File: config.mk
export PLATFORM = sky130hd
export DESIGN_NAME = median3_sensor_fault_filter
export DESIGN_NICKNAME = d
export VERILOG_FILES = /design/src/rtl/core/m3sf_pkg.sv /design/src/rtl/core/m3sf_median3.sv /design/src/rtl/core/median3_sensor_fault_filter.sv
export SDC_FILE = /design/constraint.sdc
export NUM_CORES = 1
export LEC_CHECK = 0
export BUFFER_PORTS_ARGS = -buffer_cell sky130_fd_sc_hd__buf_2
export CAP_MARGIN = 20
export CORE_MARGIN = 5
export CORE_UTILIZATION = 60
export DETAILED_ROUTE_END_ITERATION = 6
export HOLD_SLACK_MARGIN = 0.03
export PLACE_DENSITY = 0.91
export SYNTH_ARGS = -nofsm -noshare
export SYNTH_HDL_FRONTEND = slang
export SYNTH_SLANG_ARGS = --single-unit
File: constraint.sdc
create_clock -name clk -period 8.8 [get_ports clk]
set_input_delay 2.64 -clock clk [delete_from_list [all_inputs] [get_ports clk]]
set_output_delay 2.64 -clock clk [all_outputs]
set_load 0.005 [all_outputs]
File: src/rtl/core/m3sf_pkg.sv
// ----------------------------------------------------------------------------
// m3sf_pkg
// types and constants of the median-of-three sensor fault filter
// ----------------------------------------------------------------------------
package m3sf_pkg;

    localparam int DIST_W   = 16;
    localparam int COUNT_W  = 8;
    localparam int CFG_IDX_W = 2;
    localparam int CFG_W    = 16;

    localparam logic [COUNT_W-1:0] SAT_LIMIT         = 8'hFF;
    localparam logic [COUNT_W-1:0] THRESHOLD_RESET   = 8'd3;
    localparam logic [COUNT_W-1:0] RECOVERY_RESET    = 8'd3;
    localparam logic [DIST_W-1:0]  UNKNOWN_RESET     = 16'hFFFF;

    typedef logic [DIST_W-1:0]  dist_t;
    typedef logic [COUNT_W-1:0] count_t;
    typedef logic [1:0]         slot_t;

    localparam slot_t LAST_SLOT = 2'd2;

    typedef enum logic
    {
        OP_SAMPLE = 1'b0,
        OP_FAULT  = 1'b1
    } op_t;

    typedef enum logic [CFG_IDX_W-1:0]
    {
        CFG_FAULT_THRESHOLD  = 2'd0,
        CFG_RECOVERY_COUNT   = 2'd1,
        CFG_UNKNOWN_DISTANCE = 2'd2
    } cfg_idx_t;

endpackage

File: src/rtl/core/m3sf_median3.sv
// ----------------------------------------------------------------------------
// m3sf_median3
// combinational median of three unsigned distances
// ----------------------------------------------------------------------------
module m3sf_median3
(
    input  m3sf_pkg::dist_t a,
    input  m3sf_pkg::dist_t b,
    input  m3sf_pkg::dist_t c,
    output m3sf_pkg::dist_t median
);

    m3sf_pkg::dist_t lo;
    m3sf_pkg::dist_t hi;

    assign lo = (a < b) ? a : b;
    assign hi = (a < b) ? b : a;

    always_comb
    begin
        if (c <= lo)
        begin
            median = lo;
        end
        else if (c >= hi)
        begin
            median = hi;
        end
        else
        begin
            median = c;
        end
    end

endmodule

File: src/rtl/core/median3_sensor_fault_filter.sv
// ----------------------------------------------------------------------------
// median3_sensor_fault_filter
// path: input register, then result register, from input transaction to result transaction
// throughput: one event per clock without output stall, set by window and counter update
// reset: asynchronous active low, empties the window, clears counters, restores registers
// ----------------------------------------------------------------------------
module median3_sensor_fault_filter
(
    input  logic                              clk,
    input  logic                              rst_n,
    // configuration
    input  logic                              cfg_we,
    input  logic [m3sf_pkg::CFG_IDX_W-1:0]    cfg_index,
    input  logic [m3sf_pkg::CFG_W-1:0]        cfg_data,
    // event input
    input  logic                              s_axis_tvalid,
    output logic                              s_axis_tready,
    input  logic [15:0]                       s_axis_tdata,  // [15:0] distance
    input  logic                              s_axis_tuser,  // [0] operation
    // result output
    output logic                              m_axis_tvalid,
    input  logic                              m_axis_tready,
    output logic [15:0]                       m_axis_tdata,  // [15:0] filtered_distance
    output logic                              m_axis_tuser   // [0] status
);

    // configuration registers
    m3sf_pkg::count_t threshold_reg;
    m3sf_pkg::count_t recovery_reg;
    m3sf_pkg::dist_t  unknown_reg;

    // input stage
    logic             in_valid_reg;
    m3sf_pkg::op_t    in_op_reg;
    m3sf_pkg::dist_t  in_dist_reg;

    // result stage
    logic             out_valid_reg;
    logic             out_status_reg;
    m3sf_pkg::dist_t  out_dist_reg;

    // filter state
    m3sf_pkg::dist_t  win_reg [3];
    m3sf_pkg::dist_t  win_next [3];
    logic             filled_reg;
    logic             filled_next;
    m3sf_pkg::slot_t  slot_reg;
    m3sf_pkg::slot_t  slot_next;
    logic             fault_reg;
    logic             fault_next;
    m3sf_pkg::count_t fault_run_reg;
    m3sf_pkg::count_t fault_run_next;
    m3sf_pkg::count_t valid_run_reg;
    m3sf_pkg::count_t valid_run_next;
    m3sf_pkg::dist_t  last_median_reg;
    m3sf_pkg::dist_t  last_median_next;

    m3sf_pkg::dist_t  median;
    m3sf_pkg::count_t fault_run_inc;
    m3sf_pkg::count_t valid_run_inc;
    m3sf_pkg::dist_t  result_dist;
    logic             advance;
    logic             fire;

    assign advance       = !out_valid_reg || m_axis_tready;
    assign fire          = in_valid_reg && advance;
    assign s_axis_tready = !in_valid_reg || advance;

    assign m_axis_tvalid = out_valid_reg;
    assign m_axis_tdata  = out_dist_reg;
    assign m_axis_tuser  = out_status_reg;

    // configuration write
    always_ff @(posedge clk or negedge rst_n)
    begin
        if (!rst_n)
        begin
            threshold_reg <= m3sf_pkg::THRESHOLD_RESET;
            recovery_reg  <= m3sf_pkg::RECOVERY_RESET;
            unknown_reg   <= m3sf_pkg::UNKNOWN_RESET;
        end
        else if (cfg_we)
        begin
            unique case (m3sf_pkg::cfg_idx_t'(cfg_index))
                m3sf_pkg::CFG_FAULT_THRESHOLD:
                begin
                    threshold_reg <= cfg_data[m3sf_pkg::COUNT_W-1:0];
                end
                m3sf_pkg::CFG_RECOVERY_COUNT:
                begin
                    recovery_reg <= cfg_data[m3sf_pkg::COUNT_W-1:0];
                end
                m3sf_pkg::CFG_UNKNOWN_DISTANCE:
                begin
                    unknown_reg <= cfg_data;
                end
                default:
                begin
                end
            endcase
        end
    end

    // input register
    always_ff @(posedge clk or negedge rst_n)
    begin
        if (!rst_n)
        begin
            in_valid_reg <= 1'b0;
        end
        else if (s_axis_tready)
        begin
            in_valid_reg <= s_axis_tvalid;
        end
    end

    always_ff @(posedge clk)
    begin
        if (s_axis_tready && s_axis_tvalid)
        begin
            in_op_reg   <= m3sf_pkg::op_t'(s_axis_tuser);
            in_dist_reg <= s_axis_tdata;
        end
    end

    // window after this sample
    always_comb
    begin
        win_next[0] = win_reg[0];
        win_next[1] = win_reg[1];
        win_next[2] = win_reg[2];
        if (!filled_reg)
        begin
            win_next[0] = in_dist_reg;
            win_next[1] = in_dist_reg;
            win_next[2] = in_dist_reg;
        end
        else
        begin
            case (slot_reg)
                2'd0:    win_next[0] = in_dist_reg;
                2'd1:    win_next[1] = in_dist_reg;
                default: win_next[2] = in_dist_reg;
            endcase
        end
    end

    m3sf_median3 u_median3
    (
        .a      (win_next[0]),
        .b      (win_next[1]),
        .c      (win_next[2]),
        .median (median)
    );

    assign fault_run_inc = (fault_run_reg == m3sf_pkg::SAT_LIMIT) ?
                           fault_run_reg : fault_run_reg + 8'd1;
    assign valid_run_inc = (valid_run_reg == m3sf_pkg::SAT_LIMIT) ?
                           valid_run_reg : valid_run_reg + 8'd1;

    // state update for one event
    always_comb
    begin
        filled_next      = filled_reg;
        slot_next        = slot_reg;
        fault_next       = fault_reg;
        fault_run_next   = fault_run_reg;
        valid_run_next   = valid_run_reg;
        last_median_next = last_median_reg;
        if (in_op_reg == m3sf_pkg::OP_SAMPLE)
        begin
            fault_run_next   = '0;
            filled_next      = 1'b1;
            last_median_next = median;
            if (filled_reg)
            begin
                slot_next = (slot_reg == m3sf_pkg::LAST_SLOT) ? 2'd0 : slot_reg + 2'd1;
            end
            if (fault_reg)
            begin
                if (valid_run_inc >= recovery_reg)
                begin
                    fault_next     = 1'b0;
                    valid_run_next = '0;
                end
                else
                begin
                    valid_run_next = valid_run_inc;
                end
            end
        end
        else
        begin
            valid_run_next = '0;
            fault_run_next = fault_run_inc;
            if (fault_run_inc >= threshold_reg)
            begin
                fault_next       = 1'b1;
                filled_next      = 1'b0;
                slot_next        = '0;
                last_median_next = unknown_reg;
            end
        end
        result_dist = fault_next ? unknown_reg : last_median_next;
    end

    always_ff @(posedge clk or negedge rst_n)
    begin
        if (!rst_n)
        begin
            win_reg[0]      <= '0;
            win_reg[1]      <= '0;
            win_reg[2]      <= '0;
            filled_reg      <= 1'b0;
            slot_reg        <= '0;
            fault_reg       <= 1'b0;
            fault_run_reg   <= '0;
            valid_run_reg   <= '0;
            last_median_reg <= m3sf_pkg::UNKNOWN_RESET;
        end
        else if (fire)
        begin
            if (in_op_reg == m3sf_pkg::OP_SAMPLE)
            begin
                win_reg[0] <= win_next[0];
                win_reg[1] <= win_next[1];
                win_reg[2] <= win_next[2];
            end
            filled_reg      <= filled_next;
            slot_reg        <= slot_next;
            fault_reg       <= fault_next;
            fault_run_reg   <= fault_run_next;
            valid_run_reg   <= valid_run_next;
            last_median_reg <= last_median_next;
        end
    end

    // result register
    always_ff @(posedge clk or negedge rst_n)
    begin
        if (!rst_n)
        begin
            out_valid_reg <= 1'b0;
        end
        else if (advance)
        begin
            out_valid_reg <= in_valid_reg;
        end
    end

    always_ff @(posedge clk)
    begin
        if (fire)
        begin
            out_status_reg <= fault_next;
            out_dist_reg   <= result_dist;
        end
    end

endmodule

==> flow_metrics.tcl, run 1 <==
set metrics [dict create \
    clockBufferDepth 2 \
    io_buffers 58 \
    synth_top_area_cell "dfrtp_1" \
    ys_warn_count 0 \
    ys_ff_latch 152 \
    grt_use_total_pct 26.41 \
    die_area_mm2 0.01850 \
    die-height_um 136.0 \
    postCtsSetupBuffers 0 \
    ys.flop_type "dfrtp_1" \
    multi_input_area_mm2 0.004972 \
    fin_hold_ws_ps 474.8 \
    cts_tree "yes" \
    dp_hpwl_mm 17.18 \
    avgRoutedWirePerCell_um 19.05 \
    cts_root_buffer "clkbuf_16" \
    hp-class "reg2reg" \
    maxSlewViolCount 0 \
    ant_nets 0 \
    worst_pin_slew_ps 936.2 \
    path_max_fanout 21 \
    clkSlewWorstSetupHoldPaths_ps 60 \
    hold_viol_final 0 \
    drt-vias-per-instance 6.419 \
    die_w_um 136.0 \
    grt_first_pass_wirelength_mm 39.03 \
    drv_cap 0 \
    io_pins 59 \
    cp-start-kind "flip-flop" \
    cp_data_required_time_ps 9050 \
    htree_levels 4 \
    grt_pass1_vias 7833 \
    start_util_pct 60.63 \
    synth_area_mm2 0.009527 \
    cts_sinks 152 \
    gr-total-overflow 0 \
    rows 46 \
    synthCells 988 \
    vias 8036 \
    core_area_mm2 0.01571 \
    drive_gt1_share_pct 17.95 \
    synthTopCellsByArea "dfrtp_1, edfxtp_1, dfstp_2" \
    status "completed" \
    fill_cells 1161 \
    relSlewSlack_pct 37.40 \
    synth_area_per_cell_um2 9.642 \
    syn_to_final_growth_pct 10.69 \
    rsz0062_at_grt "false" \
    cts_resized 0 \
    fin_skew_ps 8.456 \
    ys_types 60 \
    drc_errors 0 \
    holdBufCountCts 0 \
    place_congestion 0.9593 \
    synth_edf_count 34 \
    antenna_cells 0 \
    first_pass_iters 6 \
    wl_mm 23.85 \
    path_class "reg2reg" \
    grt_max_degree 73 \
    synth-async-reset-ratio_pct 77.63 \
    max_clock_freq_ghz 0.1467 \
    setup_viol 0 \
    seq_area_frac_synth_pct 42.19 \
    arrival_ps 7070 \
    synth_top_area_share_pct 21.54 \
    layout_min_cycle_time_ps 6816 \
    drt_iter0_drc 872 \
    dp_worst_setup_slack_ps 2192 \
    totalNegativeSetupSlack_ps 0 \
    largest_reg_flops 48 \
    finalWorstSetupSlack_ps 1984 \
    layout.nets 1127 \
    setup.worst_path.end_class "flip-flop" \
    numCtsBuffers 17 \
    period_share_pct 77.45 \
    ff_latch_area_mm2 0.004019 \
    antenna_found_initial 0 \
    synth_fp_nets 1092 \
    insertion_delay_ps 430 \
]
metal layers:
layer	wire length, um	GRT usage (%)	vias to the layer above
met5	0	0	-
met4	603	9.183	0
met3	1705	5.811	63
met2	11400	42.90	363
met1	10150	35.08	3913
li1	-	-	3697
per-stage QoR:
step | cell area (um2) | std cells | util (%)
3_3_place_gp | 9963 | 1220 | 63.41
3_5_place_dp | 9963 | 1220 | 63.41
6_report | 10550 | 1252 | 67.11
2_1_floorplan | 9527 | 988 | -
4_1_cts | 10550 | 1252 | 67.11
5_1_grt | 10550 | 1252 | 67.11
layout by cell type, fill, tap and decap left out, types with 8 or more instances in the layout:
cell,synthesis,final
edfxtp_1,34,34
and2_1,13,13
dfstp_2,36,36
nand4_1,12,12
o21ai_0,90,89
nor3_1,16,16
buf_2,11,57
ha_1,64,64
nand3_1,26,26
nor2_1,22,22
a22oi_1,11,11
a22o_1,17,17
a32o_1,12,12
buf_4,0,15
o22ai_1,8,8
a21o_1,21,21
and3_1,8,8
a21oi_1,70,69
dfrtp_1,82,82
o21a_1,12,12
nand2_1,87,86
mux2i_1,49,49
o211ai_1,9,9
o21ai_1,11,11
mux2_2,30,30
clkbuf_16,0,17
a211oi_1,34,33
inv_1,80,80
final timing paths:
check | to | slack, ps | startpoint | cells after the start
setup / recovery | m_axis_tdata[0]$_DFFE_PP_ | 1980 | filled_reg$_DFFE_PN0P_ | 22
hold / removal | win_reg[1]$_DFFE_PN0P_ | 470 | win_reg[1]$_DFFE_PN0P_ | 2
setup reg to reg | m_axis_tdata[0]$_DFFE_PP_ | 1980 | filled_reg$_DFFE_PN0P_ | 22
hold reg to reg | win_reg[1]$_DFFE_PN0P_ | 470 | win_reg[1]$_DFFE_PN0P_ | 2
max in group asynchronous | win_reg[29]$_DFFE_PN0P_ | 5310 | rst_n | 2
min in group asynchronous | fault_run_reg[3]$_DFFE_PN0P_ | 2260 | rst_n | 1
synth_stat cells (3+ instances only):
| library cell | n |
|---|---|
| o21ai_0 | 90 |
| nand2_1 | 87 |
| dfrtp_1 | 82 |
| inv_1 | 80 |
| a21oi_1 | 70 |
| ha_1 | 64 |
| mux2i_1 | 49 |
| clkbuf_1 | 42 |
| dfstp_2 | 36 |
| a211oi_1 | 34 |
| edfxtp_1 | 34 |
| mux2_2 | 30 |
| nand3_1 | 26 |
| nor2_1 | 22 |
| a21o_1 | 21 |
| a22o_1 | 17 |
| nor3_1 | 16 |
| and2_1 | 13 |
| a32o_1 | 12 |
| nand4_1 | 12 |
| o21a_1 | 12 |
| a22oi_1 | 11 |
| buf_2 | 11 |
| o21ai_1 | 11 |
| o211ai_1 | 9 |
| and3_1 | 8 |
| o22ai_1 | 8 |
| a211o_1 | 7 |
| nand2b_1 | 7 |
| o31ai_1 | 7 |
| a21boi_0 | 6 |
| a21oi_2 | 6 |
| a2bb2oi_1 | 5 |
| nor2b_1 | 4 |
| xnor2_1 | 4 |
| a31oi_1 | 3 |
| buf_6 | 3 |
| nand3b_1 | 3 |
critical path: stages, from the launching register on:
cell	delay (ps)
dfrtp_1	500
inv_1	150
a21oi_2	480
buf_4	340
mux2i_1	380
ha_1	230
nand3_1	130
nor3_1	590
o31ai_1	190
nand2_1	470
nor2_4	230
a21oi_1	380
inv_1	80
ha_1	310
a21oi_1	70
nor2b_1	120
o21ai_0	100
and3b_1	210
a22oi_1	160
buf_4	240
and2_1	680
a311oi_1	270
o41ai_2	310
cell families (layout without fill, tap and decap cells):
| logic type | count (synthesis) | after routing | share of synthesized area (%) |
|---|---|---|---|
| mux | 79 | 79 | 8.694 |
| fa+ha+maj | 66 | 66 | 8.629 |
| simple gates | 208 | 208 | 10.48 |
| xor+xnor | 4 | 4 | 0.3677 |
| compound gates | 342 | 342 | 23.86 |
| buf+inv | 137 | 185 | 5.779 |
| flops | 152 | 152 | 42.19 |
area by class of cell:
| cell class | instances | share of cell area (%) |
|---|---|---|
| Clock buffer | 20 | 4.331 |
| Clock inverter | 12 | 1.187 |
| Tap cell | 216 | 2.563 |
| Multi-Input combinational cell | 699 | 47.15 |
| Inverter | 81 | 2.883 |
| Sequential cell | 152 | 38.11 |
| Timing Repair Buffer | 72 | 3.773 |
Power of run 1 is left out: the tool's default activity adds up to more than one toggle a clock period on the data nets, which glitch-free logic cannot reach.
==> run 2, diff against run 1 <==
ABC_AREA = 1   (was default)
clock period = 6.7 ns   (was 8.8 ns; I/O delays follow)
==> flow_metrics.tcl, run 2 <==
set metrics [dict create \
    ys.flop_type "dfrtp_1" \
    wl_mm 23.04 \
    fin_skew_ps 17.32 \
    core_area_mm2 0.01531 \
    fill_cells 1242 \
    drt_iter0_drc 688 \
    grt_pass1_vias 7980 \
    synthTopCellsByArea "dfrtp_1, nand2_1, edfxtp_1" \
    cts_tree "yes" \
    layout.nets 1398 \
    rows 45 \
    drt-vias-per-instance 5.520 \
    first_pass_iters 5 \
    status "completed" \
    insertion_delay_ps 440 \
    io_buffers 58 \
    max_stage_delay_ps 650 \
    place_congestion 0.9003 \
    drive_gt1_share_pct 12.47 \
    antenna_found_initial 0 \
    die_w_um 135.3 \
    fin_hold_ws_ps 467.4 \
    period_share_pct 87.22 \
    totalNegativeSetupSlack_ps 0 \
    synthCells 1251 \
    drv_cap 0 \
    ys_ff_latch 152 \
    layout_min_cycle_time_ps 5844 \
    die_area_mm2 0.01832 \
    worst_pin_slew_ps 975.4 \
    rsz0062_at_grt "false" \
    syn_to_final_growth_pct 11.24 \
    drc_errors 0 \
    gr-total-overflow 0 \
    critPathTopFamily "simple AND/OR/NAND/NOR gates" \
    hp-class "reg2reg" \
    synth_top_area_share_pct 21.77 \
    seq_area_frac_synth_pct 42.64 \
    path_max_fanout 33 \
    grt_max_degree 79 \
    htree_levels 4 \
    relSlewSlack_pct 34.82 \
    maxSlewViolCount 0 \
    grt_first_pass_wirelength_mm 38.85 \
    ys_warn_count 0 \
    layout_commonest_cell "nand2_1" \
    clkSlewWorstSetupHoldPaths_ps 60 \
    cp_data_required_time_ps 6880 \
    cts_sinks 152 \
    avgRoutedWirePerCell_um 15.18 \
    cts_root_buffer "clkbuf_16" \
    synth_area_per_cell_um2 7.534 \
    max_clock_freq_ghz 0.1711 \
    crit_path_frequent_cell "nand2_1" \
    arrival_ps 6020 \
    vias 8379 \
    synth-async-reset-ratio_pct 77.63 \
    hold_viol_final 0 \
    synth_fp_nets 1355 \
    cts_resized 0 \
    largest_reg_flops 48 \
    critical_path_buf_inv_count 5 \
    worst_path_max_delay_cell "o21ai_2" \
    grt_use_total_pct 26.58 \
    clockBufferDepth 2 \
    io_pins 59 \
    most-common-layout-cells "nand2_1, inv_1, o21ai_0" \
    yosysMostFrequentCell "nand2_1" \
    die-height_um 135.3 \
    path_class "reg2reg" \
    finalWorstSetupSlack_ps 856.1 \
    synth_area_mm2 0.009425 \
    holdBufCountCts 0 \
    antenna_cells 0 \
    dp_hpwl_mm 16.92 \
    ys_types 36 \
    synth_commonest_cells "nand2_1, inv_1, o21ai_0, nand3_1, dfrtp_1" \
    postCtsSetupBuffers 0 \
    synth_top_area_cell "dfrtp_1" \
    setup_viol 0 \
    start_util_pct 61.54 \
    dp_worst_setup_slack_ps 999.1 \
    setup.worst_path.end_class "flip-flop" \
    ant_nets 0 \
    cp-start-kind "flip-flop" \
    numCtsBuffers 17 \
    synth_edf_count 34 \
]
run 2: changes by cell type after synthesis, moves of 33 or more:
cell      change
inv_1        +90
mux2i_1      -49
o21ai_0      +59
a211oi_1     -33
nand3_1      +58
nand2_1     +349
run 2: layout make-up:
type,count,area (um2),area share (%)
Multi-Input combinational cell,880,4562,43.51
Sequential cell,152,4019,38.33
Clock buffer,24,514.2,4.905
Tap cell,211,264.0,2.518
Clock inverter,8,81.33,0.7757
Inverter,173,649.4,6.193
Timing Repair Buffer,70,395.4,3.771
run 2: stage by stage:
| step | utilization, % | cells | cell area [um2] |
|---|---|---|---|
| after floorplan | - | 1251 | 9425 |
| after global placement | 64.44 | 1485 | 9869 |
| after detailed placement | 64.44 | 1485 | 9869 |
| after CTS | 68.33 | 1517 | 10470 |
| after global routing | 68.46 | 1518 | 10490 |
| final | 68.46 | 1518 | 10490 |
run 2: path summary, 6_finish.rpt:
kind / from / slack [ps] / cells after the start / to
max: slot_reg[0]$_DFFE_PN0P_ / 860 / 30 / m_axis_tdata[3]$_DFFE_PP_
min: last_median_reg[14]$_DFFE_PN1P_ / 470 / 2 / last_median_reg[14]$_DFFE_PN1P_
max reg2reg: slot_reg[0]$_DFFE_PN0P_ / 860 / 30 / m_axis_tdata[3]$_DFFE_PP_
min reg2reg: last_median_reg[14]$_DFFE_PN1P_ / 470 / 2 / last_median_reg[14]$_DFFE_PN1P_
max in group asynchronous: rst_n / 4270 / 2 / threshold_reg[1]$_DFFE_PN1P_
min in group asynchronous: rst_n / 1510 / 1 / win_reg[42]$_DFFE_PN0P_
run 2: cells by family (layout without fill, tap and decap cells):
| logic type | after synthesis | in the layout | share of synthesized area [%] |
|---|---|---|---|
| simple gates | 582 | 582 | 25.49 |
| buf+inv | 219 | 275 | 9.000 |
| compound gates | 210 | 210 | 11.70 |
| flops | 152 | 152 | 42.64 |
| fa+ha+maj | 64 | 64 | 8.496 |
| mux | 17 | 17 | 2.031 |
| xor+xnor | 7 | 7 | 0.6505 |
run 2: routing by layer:
metal	routed length (um)	vias up	global-route usage (%)
met5	0	-	0
met3	1583	43	5.535
li1	-	4128	-
met4	554	0	9.518
met1	10410	3909	36.96
met2	10490	299	41.40
run 2: worst register-to-register path: cells and delay by family (launching register included):
family	cells	cell delay (ps)
AND/OR/NAND/NOR	20	2610
AO/OA/AOI/OAI	3	1050
buffers and inverters	5	900
adder cells (fa/ha/maj)	2	620
flip-flops	1	430
Power of run 2 is left out for the same reason.
